<file path="config.mk">
export PLATFORM = sky130hd
export DESIGN_NAME = serial_command_decoder
export DESIGN_NICKNAME = d
export VERILOG_FILES = /design/src/rtl/scd_pkg.sv /design/src/rtl/serial_command_decoder.sv
export SDC_FILE = /design/constraint.sdc
export NUM_CORES = 1
export LEC_CHECK = 0
export BUFFER_PORTS_ARGS = -buffer_cell sky130_fd_sc_hd__buf_4
export CORE_AREA = 8 8 111 113
export DETAILED_ROUTE_END_ITERATION = 16
export DIE_AREA = 0 0 119 121
export PLACE_DENSITY = 0.78
export RECOVER_POWER = 100
export REMOVE_ABC_BUFFERS = 1
export SYNTH_ARGS = -nofsm -noshare
export SYNTH_HDL_FRONTEND = slang
export SYNTH_SLANG_ARGS = --single-unit
</file>
<file path="constraint.sdc">
create_clock -name clk_i -period 14.3 [get_ports clk_i]
set_clock_uncertainty 0.05 [all_clocks]
set_input_delay 1.43 -clock clk_i [delete_from_list [all_inputs] [get_ports clk_i]]
set_output_delay 1.43 -clock clk_i [all_outputs]
set_load 0.005 [all_outputs]
</file>
<file path="src/rtl/scd_pkg.sv">
// Shared types and constants for the serial command decoder.
// Holds reply codes, beat widths and the 7-segment pattern lookup.
// No dependencies; imported by the decoder, its port checker and the bench.
package scd_pkg;

  localparam int unsigned InDataW  = 8;
  localparam int unsigned OutDataW = 32;
  localparam int unsigned DriveW   = 14;
  localparam int unsigned DutyW    = 8;

  typedef enum logic [1:0] {
    ReplyNone = 2'd0,
    ReplyAck  = 2'd1,
    ReplyErr  = 2'd2
  } reply_e;

  // Bit positions of the fields inside the result beat.
  localparam int unsigned OutReplyLo   = 0;
  localparam int unsigned OutLedBit    = 2;
  localparam int unsigned OutViewLo    = 3;
  localparam int unsigned OutWriteBit  = 5;
  localparam int unsigned OutClearBit  = 6;
  localparam int unsigned OutDriveLo   = 7;
  localparam int unsigned OutUpdateBit = 21;
  localparam int unsigned OutDutyLo    = 22;

  function automatic logic [6:0] seg_pattern(input logic [3:0] digit);
    logic [6:0] pat;
    case (digit)
      4'd0:    pat = 7'h3F;
      4'd1:    pat = 7'h06;
      4'd2:    pat = 7'h5B;
      4'd3:    pat = 7'h4F;
      4'd4:    pat = 7'h66;
      4'd5:    pat = 7'h6D;
      4'd6:    pat = 7'h7D;
      4'd7:    pat = 7'h27;
      4'd8:    pat = 7'h7F;
      4'd9:    pat = 7'h6F;
      default: pat = 7'h00;
    endcase
    return pat;
  endfunction

endpackage

</file>
<file path="src/rtl/serial_command_decoder.sv">
// Serial command decoder: parses ASCII command bytes into LED, LCD, digit and fan controls.
// Depends on scd_pkg for reply codes, beat layout and segment patterns.
//
// One received byte enters per slave beat on s_axis_tdata. Every byte produces
// exactly one result beat on the master side, carrying the reply code, the LED
// and LCD view levels after the byte, the digit display strobes and drive word,
// and the fan duty strobe and compare value. The parser state and the result
// register are updated in the same edge that accepts the byte, so a result
// appears in the cycle after its byte is accepted.
// Throughput is one byte per cycle; the single output register is refilled in
// the cycle it is drained, so s_axis_tready stays high while m_axis_tready is.
// When the receiver stalls, the pending result holds and s_axis_tready drops
// until that result is taken. The longest path is the duty scaling, a single
// 8 by 18 bit constant multiply followed by a saturation compare.
// Reset clears the parser to idle, turns the LED off, selects the names banner
// view, sets the duty to zero and empties the output register.
module serial_command_decoder (
  input  logic                          clk_i,
  input  logic                          rst_ni,
  input  logic                          s_axis_tvalid,
  output logic                          s_axis_tready,
  // received_byte[7:0]
  input  logic [scd_pkg::InDataW-1:0]   s_axis_tdata,
  output logic                          m_axis_tvalid,
  input  logic                          m_axis_tready,
  // reply[1:0], led_on[2], lcd_view[4:3], display_write[5], display_clear[6],
  // display_drive[20:7], duty_update[21], duty_compare[29:22], zero[31:30]
  output logic [scd_pkg::OutDataW-1:0]  m_axis_tdata
);
  import scd_pkg::*;

  localparam logic [4:0] PosIdle  = 5'd0;
  localparam logic [4:0] PosL     = 5'd1;
  localparam logic [4:0] PosLs    = 5'd2;
  localparam logic [4:0] PosLc    = 5'd3;
  localparam logic [4:0] PosS     = 5'd6;
  localparam logic [4:0] PosD     = 5'd8;
  localparam logic [4:0] PosDn    = 5'd9;
  localparam logic [4:0] PosLcd   = 5'd10;
  localparam logic [4:0] PosLcdo  = 5'd11;
  localparam logic [4:0] PosLcdof = 5'd12;
  localparam logic [4:0] PosC     = 5'd13;
  localparam logic [4:0] PosSs    = 5'd14;
  localparam logic [4:0] PosSsx   = 5'd15;
  localparam logic [4:0] PosSsxy  = 5'd16;

  localparam logic [7:0] ChC  = 8'h43;
  localparam logic [7:0] ChD  = 8'h44;
  localparam logic [7:0] ChF  = 8'h46;
  localparam logic [7:0] ChL  = 8'h4C;
  localparam logic [7:0] ChN  = 8'h4E;
  localparam logic [7:0] ChO  = 8'h4F;
  localparam logic [7:0] ChS  = 8'h53;
  localparam logic [7:0] Ch0  = 8'h30;
  localparam logic [7:0] Ch1  = 8'h31;
  localparam logic [7:0] Ch3  = 8'h33;
  localparam logic [7:0] Ch4  = 8'h34;
  localparam logic [7:0] Ch9  = 8'h39;

  localparam logic [1:0] ViewOff    = 2'd0;
  localparam logic [1:0] ViewBanner = 2'd1;
  localparam logic [1:0] ViewSpeed  = 2'd2;

  // 255/100 in 2.16 fixed point, rounded up; exact floor for percents up to 199.
  localparam logic [17:0] DutyScale = 18'd167117;

  logic [4:0]        pos_q, pos_d;
  logic [1:0]        digit_q, digit_d;
  logic              hund_q, hund_d;
  logic [3:0]        tens_q, tens_d;
  logic              led_q, led_d;
  logic [1:0]        view_q, view_d;
  logic [DutyW-1:0]  duty_q, duty_d;

  logic              out_valid_q;
  logic [OutDataW-1:0] out_data_q, out_data_d;

  logic [7:0]        ch;
  logic              in_fire;
  logic              is_dec;
  logic              bad;
  reply_e            reply;
  logic              dwrite, dclear, dupdate;
  logic [DriveW-1:0] ddrive;
  logic [7:0]        pct;
  logic [25:0]       scaled;
  logic [9:0]        duty_raw;

  assign ch      = s_axis_tdata;
  assign s_axis_tready = !out_valid_q || m_axis_tready;
  assign in_fire = s_axis_tvalid && s_axis_tready;
  assign is_dec  = ch inside {[Ch0:Ch9]};

  assign pct      = ({7'd0, hund_q} * 8'd100) + ({4'd0, tens_q} * 8'd10) + {4'd0, ch[3:0]};
  assign scaled   = {18'd0, pct} * {8'd0, DutyScale};
  assign duty_raw = scaled[25:16];

  always_comb begin
    pos_d   = PosIdle;
    digit_d = digit_q;
    hund_d  = hund_q;
    tens_d  = tens_q;
    led_d   = led_q;
    view_d  = view_q;
    duty_d  = duty_q;
    bad     = 1'b0;
    reply   = ReplyNone;
    dwrite  = 1'b0;
    dclear  = 1'b0;
    dupdate = 1'b0;
    ddrive  = '0;
    case (pos_q)
      PosIdle: begin
        if (ch == ChL) pos_d = PosL;
        else if (ch == ChS) pos_d = PosS;
        else if (ch == ChD) pos_d = PosD;
        else if (ch == ChC) pos_d = PosC;
        else bad = 1'b1;
      end
      PosL: begin
        if (ch == ChS) pos_d = PosLs;
        else if (ch == ChC) pos_d = PosLc;
        else bad = 1'b1;
      end
      PosLs: begin
        if (ch == Ch4) begin
          led_d = 1'b1;
          reply = ReplyAck;
        end else bad = 1'b1;
      end
      PosLc: begin
        if (ch == Ch4) begin
          led_d = 1'b0;
          reply = ReplyAck;
        end else if (ch == ChD) pos_d = PosLcd;
        else bad = 1'b1;
      end
      PosS: begin
        if (ch == Ch3) reply = ReplyAck;
        else if (ch == ChS) pos_d = PosSs;
        else bad = 1'b1;
      end
      PosD: begin
        if (ch inside {[Ch1:Ch4]}) begin
          digit_d = ch[1:0] - 2'd1;
          pos_d   = PosDn;
        end else bad = 1'b1;
      end
      PosDn: begin
        if (ch == ChC) begin
          dclear = 1'b1;
          reply  = ReplyAck;
        end else if (is_dec) begin
          ddrive = {4'b1000 >> digit_q, 3'b000, seg_pattern(ch[3:0])};
          dwrite = 1'b1;
          reply  = ReplyAck;
        end else bad = 1'b1;
      end
      PosLcd: begin
        if (ch == ChO) pos_d = PosLcdo;
        else bad = 1'b1;
      end
      PosLcdo: begin
        if (ch == ChN) begin
          view_d = ViewBanner;
          reply  = ReplyAck;
        end else if (ch == ChF) pos_d = PosLcdof;
        else bad = 1'b1;
      end
      PosLcdof: begin
        if (ch == ChF) begin
          view_d = ViewOff;
          reply  = ReplyAck;
        end else bad = 1'b1;
      end
      PosC: begin
        if (ch == ChS) begin
          view_d = ViewSpeed;
          reply  = ReplyAck;
        end else bad = 1'b1;
      end
      PosSs: begin
        if (ch inside {Ch0, Ch1}) begin
          hund_d = ch[0];
          pos_d  = PosSsx;
        end else bad = 1'b1;
      end
      PosSsx: begin
        if (is_dec) begin
          tens_d = ch[3:0];
          pos_d  = PosSsxy;
        end else bad = 1'b1;
      end
      PosSsxy: begin
        if (is_dec) begin
          duty_d  = (duty_raw > 10'd255) ? 8'hFF : duty_raw[7:0];
          dupdate = 1'b1;
          view_d  = ViewOff;
          reply   = ReplyAck;
        end else bad = 1'b1;
      end
      default: begin
        bad = 1'b1;
      end
    endcase
    if (bad) begin
      reply = ReplyErr;
      pos_d = PosIdle;
    end
    out_data_d = {2'b00, duty_d, dupdate, ddrive, dclear, dwrite, view_d, led_d, reply};
  end

  always_ff @(posedge clk_i or negedge rst_ni) begin
    if (!rst_ni) begin
      pos_q       <= PosIdle;
      digit_q     <= 2'd0;
      hund_q      <= 1'b0;
      tens_q      <= 4'd0;
      led_q       <= 1'b0;
      view_q      <= ViewBanner;
      duty_q      <= '0;
      out_valid_q <= 1'b0;
    end else begin
      if (in_fire) begin
        pos_q   <= pos_d;
        digit_q <= digit_d;
        hund_q  <= hund_d;
        tens_q  <= tens_d;
        led_q   <= led_d;
        view_q  <= view_d;
        duty_q  <= duty_d;
        out_valid_q <= 1'b1;
      end else if (m_axis_tready) begin
        out_valid_q <= 1'b0;
      end
    end
  end

  always_ff @(posedge clk_i) begin
    if (in_fire) begin
      out_data_q <= out_data_d;
    end
  end

  assign m_axis_tvalid = out_valid_q;
  assign m_axis_tdata  = out_data_q;

endmodule

</file>
==> results of run 1 <==
-- stage by stage --
step           hold WS, ns  util, %  area (um^2)
6_report             0.439     53.0         5620
5_1_grt              0.487     53.0         5620
4_1_cts              0.445     53.5         5670
3_5_place_dp         0.421     52.6         5580
3_3_place_gp         0.412     52.6         5580
2_1_floorplan        0.392        -         5090
-- worst max-delay path: cells and delay by family --
kind / cells / cell delay (ns)
adders and majority gates: 8 / 3.32
AOI/OAI and AO/OA: 5 / 0.97
muxes: 1 / 0.94
buffers and inverters: 4 / 0.53
xor gates and xnor gates: 1 / 0.47
and+or+nand+nor: 2 / 0.31
-- power groups by stage --
| stage | clock network (mW) | registers, mW | logic (mW) |
|---|---|---|---|
| floorplan | 0 | 0.166 | 0.0479 |
| global placement | 0 | 0.166 | 0.0750 |
| detailed placement | 0 | 0.166 | 0.0771 |
| CTS | 0.0871 | 0.163 | 0.0775 |
| global route | 0.0918 | 0.163 | 0.0866 |
| finish | 0.0860 | 0.163 | 0.0758 |
-- routing by layer --
layer / track usage (%) / share of wire (%) / routed length, um / up-vias
met5: 0 / 0 / 0 / -
met4: 5.85 / 2.2 / 268 / 0
met3: 2.75 / 6.5 / 774 / 29
met2: 27.9 / 48 / 5720 / 156
met1: 21.4 / 44 / 5210 / 2035
li1: - / - / - / 2046
-- worst paths after layout --
check | from | to | slack (ns) | depth (start not counted)
worst max-delay path | s_axis_tdata[2] | m_axis_tdata[22]$_DFFE_PP_ | 6.29 | 21
worst min-delay path | led_q$_DFFE_PN0P_ | led_q$_DFFE_PN0P_ | 0.44 | 2
worst max register to register | tens_q[1]$_DFFE_PN0P_ | m_axis_tdata[22]$_DFFE_PP_ | 7.05 | 23
worst min register to register | led_q$_DFFE_PN0P_ | led_q$_DFFE_PN0P_ | 0.44 | 2
max in group asynchronous | rst_ni | pos_q[4]$_DFFE_PN0P_ | 12.02 | 1
min in group asynchronous | rst_ni | m_axis_tvalid$_DFFE_PN0P_ | 1.36 | 1
-- flip-flops by register name, indices dropped and copies added (netlist names) --
| signal | flops |
|---|---|
| m_axis_tdata | 27 |
| duty_q | 8 |
| pos_q | 5 |
| tens_q | 4 |
| digit_q | 2 |
| view_q | 2 |
| hund_q | 1 |
| led_q | 1 |
| m_axis_tvalid | 1 |
-- cell families (layout without fill, tap and decap cells) --
logic type	count (synthesis)	in the layout	share of synthesized area (%)
compound gates	130	130	17.3
mux	9	9	1.88
fa+ha+maj	103	103	28.1
buf+inv	87	112	6.88
simple gates	159	159	16.4
xor+xnor	13	13	2.19
flops	51	51	27.2
other cells	1	5	0.0721
-- area by class of cell --
cell class,instances,share of cell area [%]
Clock inverter,3,0.490
Timing Repair Buffer,41,4.88
Multi-Input combinational cell,419,61.0
Inverter,63,4.21
Clock buffer,5,1.22
Tap cell,140,3.12
Sequential cell,51,25.1
-- cells in the final DEF (no fill, tap or decap), drive strengths merged, types with 4 or more instances in the layout --
cell type and instances:
o31ai 8, a21oi 28, nand4 4, edfxtp 27, nor2 41, nor2b 5
nor3 16, buf 8, a41oi 4, o21a 4, a31oi 19, nand3 9
o21ai 19, o22ai 5, fa 23, or2 4, o21bai 7, nand2b 9
a21o 9, dfrtp 23, xnor2 11, clkbuf 38, a211o 4, nor4 8
mux2 6, and4 4, ha 80, nand2 32, and3 10, inv 63
or3 5, conb 5
-- Yosys cell counts (10+ instances only) --
library cell and n:
ha_1 80, nand2_1 32, nor3_1 15, xnor2_1 11, a31oi_1 19, and3_1 10
o21ai_0 16, dfrtp_1 23, a21oi_1 28, inv_1 59, edfxtp_1 27, nor2_1 41
clkbuf_1 14, fa_1 23
==> flow_metrics.tcl, run 1 <==
set metrics [dict create \
    outcome "complete, but fails checks" \
    violations "capacitance limit, slew limit" \
    die_w_um 119 \
    antenna_left 0 \
    io_pins 46 \
    fin_setup_tns_ns 0 \
    hpwl_mm 9.87 \
    synthArstFlopShare_pct 47.1 \
    area_growth_pct 8.08 \
    slew_violations 36 \
    fin_ws_ns 6.29 \
    pwr-share-clk_pct 26.5 \
    arrival_ns 7.97 \
    yosysWarningCount 0 \
    start_util_pct 49.0 \
    drv_cap 1 \
    clkLatencyLatePin_ns 0.31 \
    p_leak_nw 2.72 \
    timing_hold_violations_final 0 \
    cts_buffers 5 \
    fin_cells 722 \
    grt-ovfl-total 0 \
    grt_max_degree 36 \
    dieArea_mm2 0.0144 \
    ir_worst_vdd_uv 39.7 \
    pre_cts_slack_ns 6.24 \
    via_count 4266 \
    routed_wirelength_mm 12.0 \
    drtIter0Drc 352 \
    power.internal_mw 0.227 \
    first_pass_iters 5 \
    rows 38 \
    cts_tree "done" \
    clkTransAtPathRegs_ns 0.10 \
    fill_cells 963 \
    required_ns 14.26 \
    synth_top_cell_by_area "ha_1" \
    grt_setup_unrepaired "false" \
    post-cts-setup-buffers 0 \
    syn_avg_cell_area_um2 9.40 \
    critical_path_class "primary input to flip-flop" \
    seq_area_mm2 0.00141 \
    ctsHoldBuffers 0 \
    yosysTopAreaCellShare_pct 19.2 \
    dominantRegCellSynth "edfxtp_1" \
    multiInputGateArea_mm2 0.00343 \
    synth_seq_cells 51 \
    portBuffers 40 \
    syn-instance-count 553 \
    swShare_pct 30.1 \
    finalSetupViolations 0 \
    yosysUniqueCellTypes 72 \
    power.density_mw_per_mm2 57.7 \
    power.total_mw 0.325 \
    diodes 0 \
    syn_area_mm2 0.00520 \
    cpMaxStageDelayCell "mux2i_1" \
    power_frac_comb_pct 23.4 \
    hold_path.class "flip-flop to flip-flop" \
    drive_gt1_share_pct 9.79 \
    h-tree-depth 2 \
    place.gp.congestion 0.962 \
    synth-edff-count 27 \
    fmax_ghz 0.125 \
    start_kind "primary input" \
    cts_sinks 51 \
    clockBufferDepth 2 \
    grt_use_total_pct 16.7 \
    crit_top_cell "fa_1" \
    fp.dieH_um 121 \
    placed_cells 714 \
    root_buffer "clkbuf_8" \
    critPathMaxStageDelay_ns 0.94 \
    cts_resized 0 \
    crit_path_end_kind "flip-flop" \
    slew_headroom_pct -16.8 \
    fin_crit_ns 8.01 \
    antenna_found_initial 0 \
    critical_path.cell_chain "clkbuf_1 -> fa_1 -> ha_1 -> inv_1 -> fa_1 -> nor2b_1 -> o21ai_0 -> xnor2_1 -> ha_1 -> inv_1 -> fa_1 -> fa_1 -> fa_1 -> inv_1 -> ha_1 -> and3_1 -> a221o_1 -> o21ai_1 -> o211ai_1 -> mux2i_1 -> a31oi_1" \
    tightest_slew_ns 1.75 \
    period_share_pct 56.0 \
    core_mm2 0.0106 \
    via_per_inst 5.91 \
    power_frac_seq_pct 50.1 \
    ys_seq_area_share_pct 27.2 \
    layout.nets 696 \
    wire_per_inst_um 16.6 \
    cp_max_fo 18 \
    first_global_vias 4254 \
    drc_errors 0 \
    ys_top_cells_by_area "ha_1, edfxtp_1, dfrtp_1" \
    grt_first_pass_wirelength_mm 20.2 \
    power_switching_mw 0.0978 \
]
Note: power is estimated with default switching activity, not from simulation.
==> run 2: changes to the inputs <==
- ABC_AREA: default -> 1
- CORE_AREA: 8 8 111 113 -> 8 8 116 118
- DIE_AREA: 0 0 119 121 -> 0 0 124 126
- PLACE_DENSITY: 0.78 -> 0.8
- clock period: 14.3 -> 7.1 ns (I/O delays scaled with it)
==> flow_metrics.tcl, run 2 <==
set metrics [dict create \
    drv_cap 1 \
    tightest_slew_ns 1.62 \
    worstRegToRegCells 28 \
    slew_headroom_pct -7.67 \
    diodes 0 \
    critPathMaxStageDelay_ns 0.48 \
    start_kind "flip-flop" \
    p_leak_nw 3.40 \
    cp_max_fo 15 \
    fp.dieH_um 126 \
    grt_first_pass_wirelength_mm 23.5 \
    antenna_left 0 \
    timing_hold_violations_final 0 \
    power.density_mw_per_mm2 138 \
    fin_crit_ns 6.42 \
    synthMostInstantiatedCell "nand2_1" \
    layout.nets 904 \
    yosysUniqueCellTypes 45 \
    finalSetupViolations 0 \
    via_per_inst 5.33 \
    syn_avg_cell_area_um2 7.51 \
    ctsHoldBuffers 0 \
    die_w_um 124 \
    power.internal_mw 0.589 \
    io_pins 46 \
    cts_buffers 5 \
    rr_endpoint "m_axis_tdata[26]$_DFFE_PP_" \
    h-tree-depth 2 \
    root_buffer "clkbuf_16" \
    synth_seq_cells 51 \
    grt-ovfl-total 0 \
    ir_worst_vdd_uv 146 \
    final_cell_mix "nand2_1, inv_1, ha_1" \
    dieArea_mm2 0.0156 \
    rows 40 \
    violations "capacitance limit, slew limit" \
    post-cts-setup-buffers 0 \
    start_util_pct 48.1 \
    grt_max_degree 32 \
    grt_setup_unrepaired "false" \
    largest_reg_flops 27 \
    routed_wirelength_mm 13.5 \
    cts_sinks 51 \
    clkTransAtPathRegs_ns 0.07 \
    critical_path.startpoint "tens_q[3]$_DFFE_PN0P_" \
    via_count 4996 \
    period_share_pct 90.4 \
    clockBufferDepth 2 \
    ys_top_cells_by_area "ha_1, edfxtp_1, nand2_1" \
    outcome "complete, but fails checks" \
    pwr-share-clk_pct 32.6 \
    fill_cells 1163 \
    place.gp.congestion 0.933 \
    fin_ws_ns 0.679 \
    crit_end "m_axis_tdata[26]$_DFFE_PP_" \
    critical_path_class "flip-flop to flip-flop" \
    cpMaxStageDelayCell "fa_1" \
    area_growth_pct 9.33 \
    antenna_found_initial 0 \
    cts_tree "done" \
    drtIter0Drc 438 \
    syn_area_mm2 0.00563 \
    arrival_ns 6.42 \
    hold_path.class "flip-flop to flip-flop" \
    core_mm2 0.0117 \
    power_switching_mw 0.260 \
    synthArstFlopShare_pct 47.1 \
    r2r_start "tens_q[3]$_DFFE_PN0P_" \
    yosysWarningCount 0 \
    syn-instance-count 750 \
    fin_setup_tns_ns 0 \
    fmax_ghz 0.156 \
    dominantRegCellSynth "edfxtp_1" \
    synth-edff-count 27 \
    rrSetupSlack_ns 0.68 \
    portBuffers 40 \
    hpwl_mm 11.1 \
    power_frac_comb_pct 26.1 \
    slew_violations 32 \
    final_util_pct 52.6 \
    pre_cts_slack_ns 0.666 \
    ys_seq_area_share_pct 25.1 \
    synth_top_cell_by_area "ha_1" \
    first_pass_iters 5 \
    power_frac_seq_pct 41.3 \
    grt_use_total_pct 18.2 \
    clkLatencyLatePin_ns 0.29 \
    drive_gt1_share_pct 9.62 \
    wire_per_inst_um 14.4 \
    crit_path_end_kind "flip-flop" \
    synthTopCellsByCount "nand2_1, inv_1, ha_1" \
    drc_errors 0 \
    required_ns 7.10 \
    cts_resized 0 \
    first_global_vias 5163 \
    swShare_pct 30.6 \
    yosysTopAreaCellShare_pct 17.8 \
    final_common_cell "nand2_1" \
]
==> run 2: cell type report <==
cell class / instances / area (um^2) / area share [%]
inverter: 142 / 533 / 8.66
tap: 147 / 184 / 2.99
clock buffer: 6 / 129 / 2.09
timing repair buffer: 41 / 282 / 4.57
sequential: 51 / 1410 / 22.9
clock inverter: 2 / 37.5 / 0.610
multi-input combinational: 548 / 3580 / 58.1
==> run 2: worst min-delay path by stage <==
stage | cells past startpoint | slack [ns] | start | to
6_report | 2 | 0.42 | duty_q[4]$_DFFE_PN0P_ | duty_q[4]$_DFFE_PN0P_
5_1_grt | 2 | 0.44 | duty_q[4]$_DFFE_PN0P_ | duty_q[4]$_DFFE_PN0P_
4_1_cts | 1 | 0.28 | rst_ni | view_q[1]$_DFFE_PN0P_
3_5_place_dp | 2 | 0.41 | duty_q[4]$_DFFE_PN0P_ | duty_q[4]$_DFFE_PN0P_
3_3_place_gp | 2 | 0.40 | duty_q[4]$_DFFE_PN0P_ | duty_q[4]$_DFFE_PN0P_
2_1_floorplan | 0 | 0.36 | rst_ni | digit_q[0]$_DFFE_PN0P_
==> run 2: logic make-up (layout without fill, tap and decap cells) <==
| kind of cell | count (synthesis) | after routing | synth area share, % |
|---|---|---|---|
| other cells | 1 | 5 | 0.0666 |
| xor+xnor | 8 | 8 | 1.24 |
| simple gates | 340 | 340 | 27.1 |
| flops | 51 | 51 | 25.1 |
| buf+inv | 155 | 191 | 11.2 |
| fa+ha+maj | 103 | 103 | 25.9 |
| compound gates | 92 | 92 | 9.35 |
==> run 2: worst max-delay path, delay by kind of cell (launching register included) <==
family	cells	cell delay (ns)
adders and majority gates	10	3.32
AOI/OAI and AO/OA	1	0.25
DFF	1	0.45
xor gates and xnor gates	2	0.49
buffers and inverters	4	0.33
and+or+nand+nor	11	1.30
==> run 2: routing by layer <==
metal  track usage, %  share of wire (%)
met2             31.4                 48
met5                0                  0
met4             6.44                2.8
met3             2.90                6.1
met1             22.2                 43
==> run 2: power groups by stage <==
stage	logic, mW	clock network (mW)	registers (mW)
after floorplan	0.148	0	0.357
after global placement	0.219	0	0.356
after detailed placement	0.224	0	0.357
after CTS	0.226	0.283	0.351
after global routing	0.253	0.293	0.353
final	0.221	0.276	0.350
==> run 2: through the flow <==
step / hold WS, ns / instances / cell area, um^2 / power (mW)
2_1_floorplan: 0.364 / 741 / 5550 / 0.505
3_3_place_gp: 0.405 / 929 / 6040 / 0.574
3_5_place_dp: 0.410 / 929 / 6040 / 0.581
4_1_cts: 0.278 / 937 / 6210 / 0.860
5_1_grt: 0.443 / 937 / 6160 / 0.900
6_report: 0.424 / 937 / 6160 / 0.848
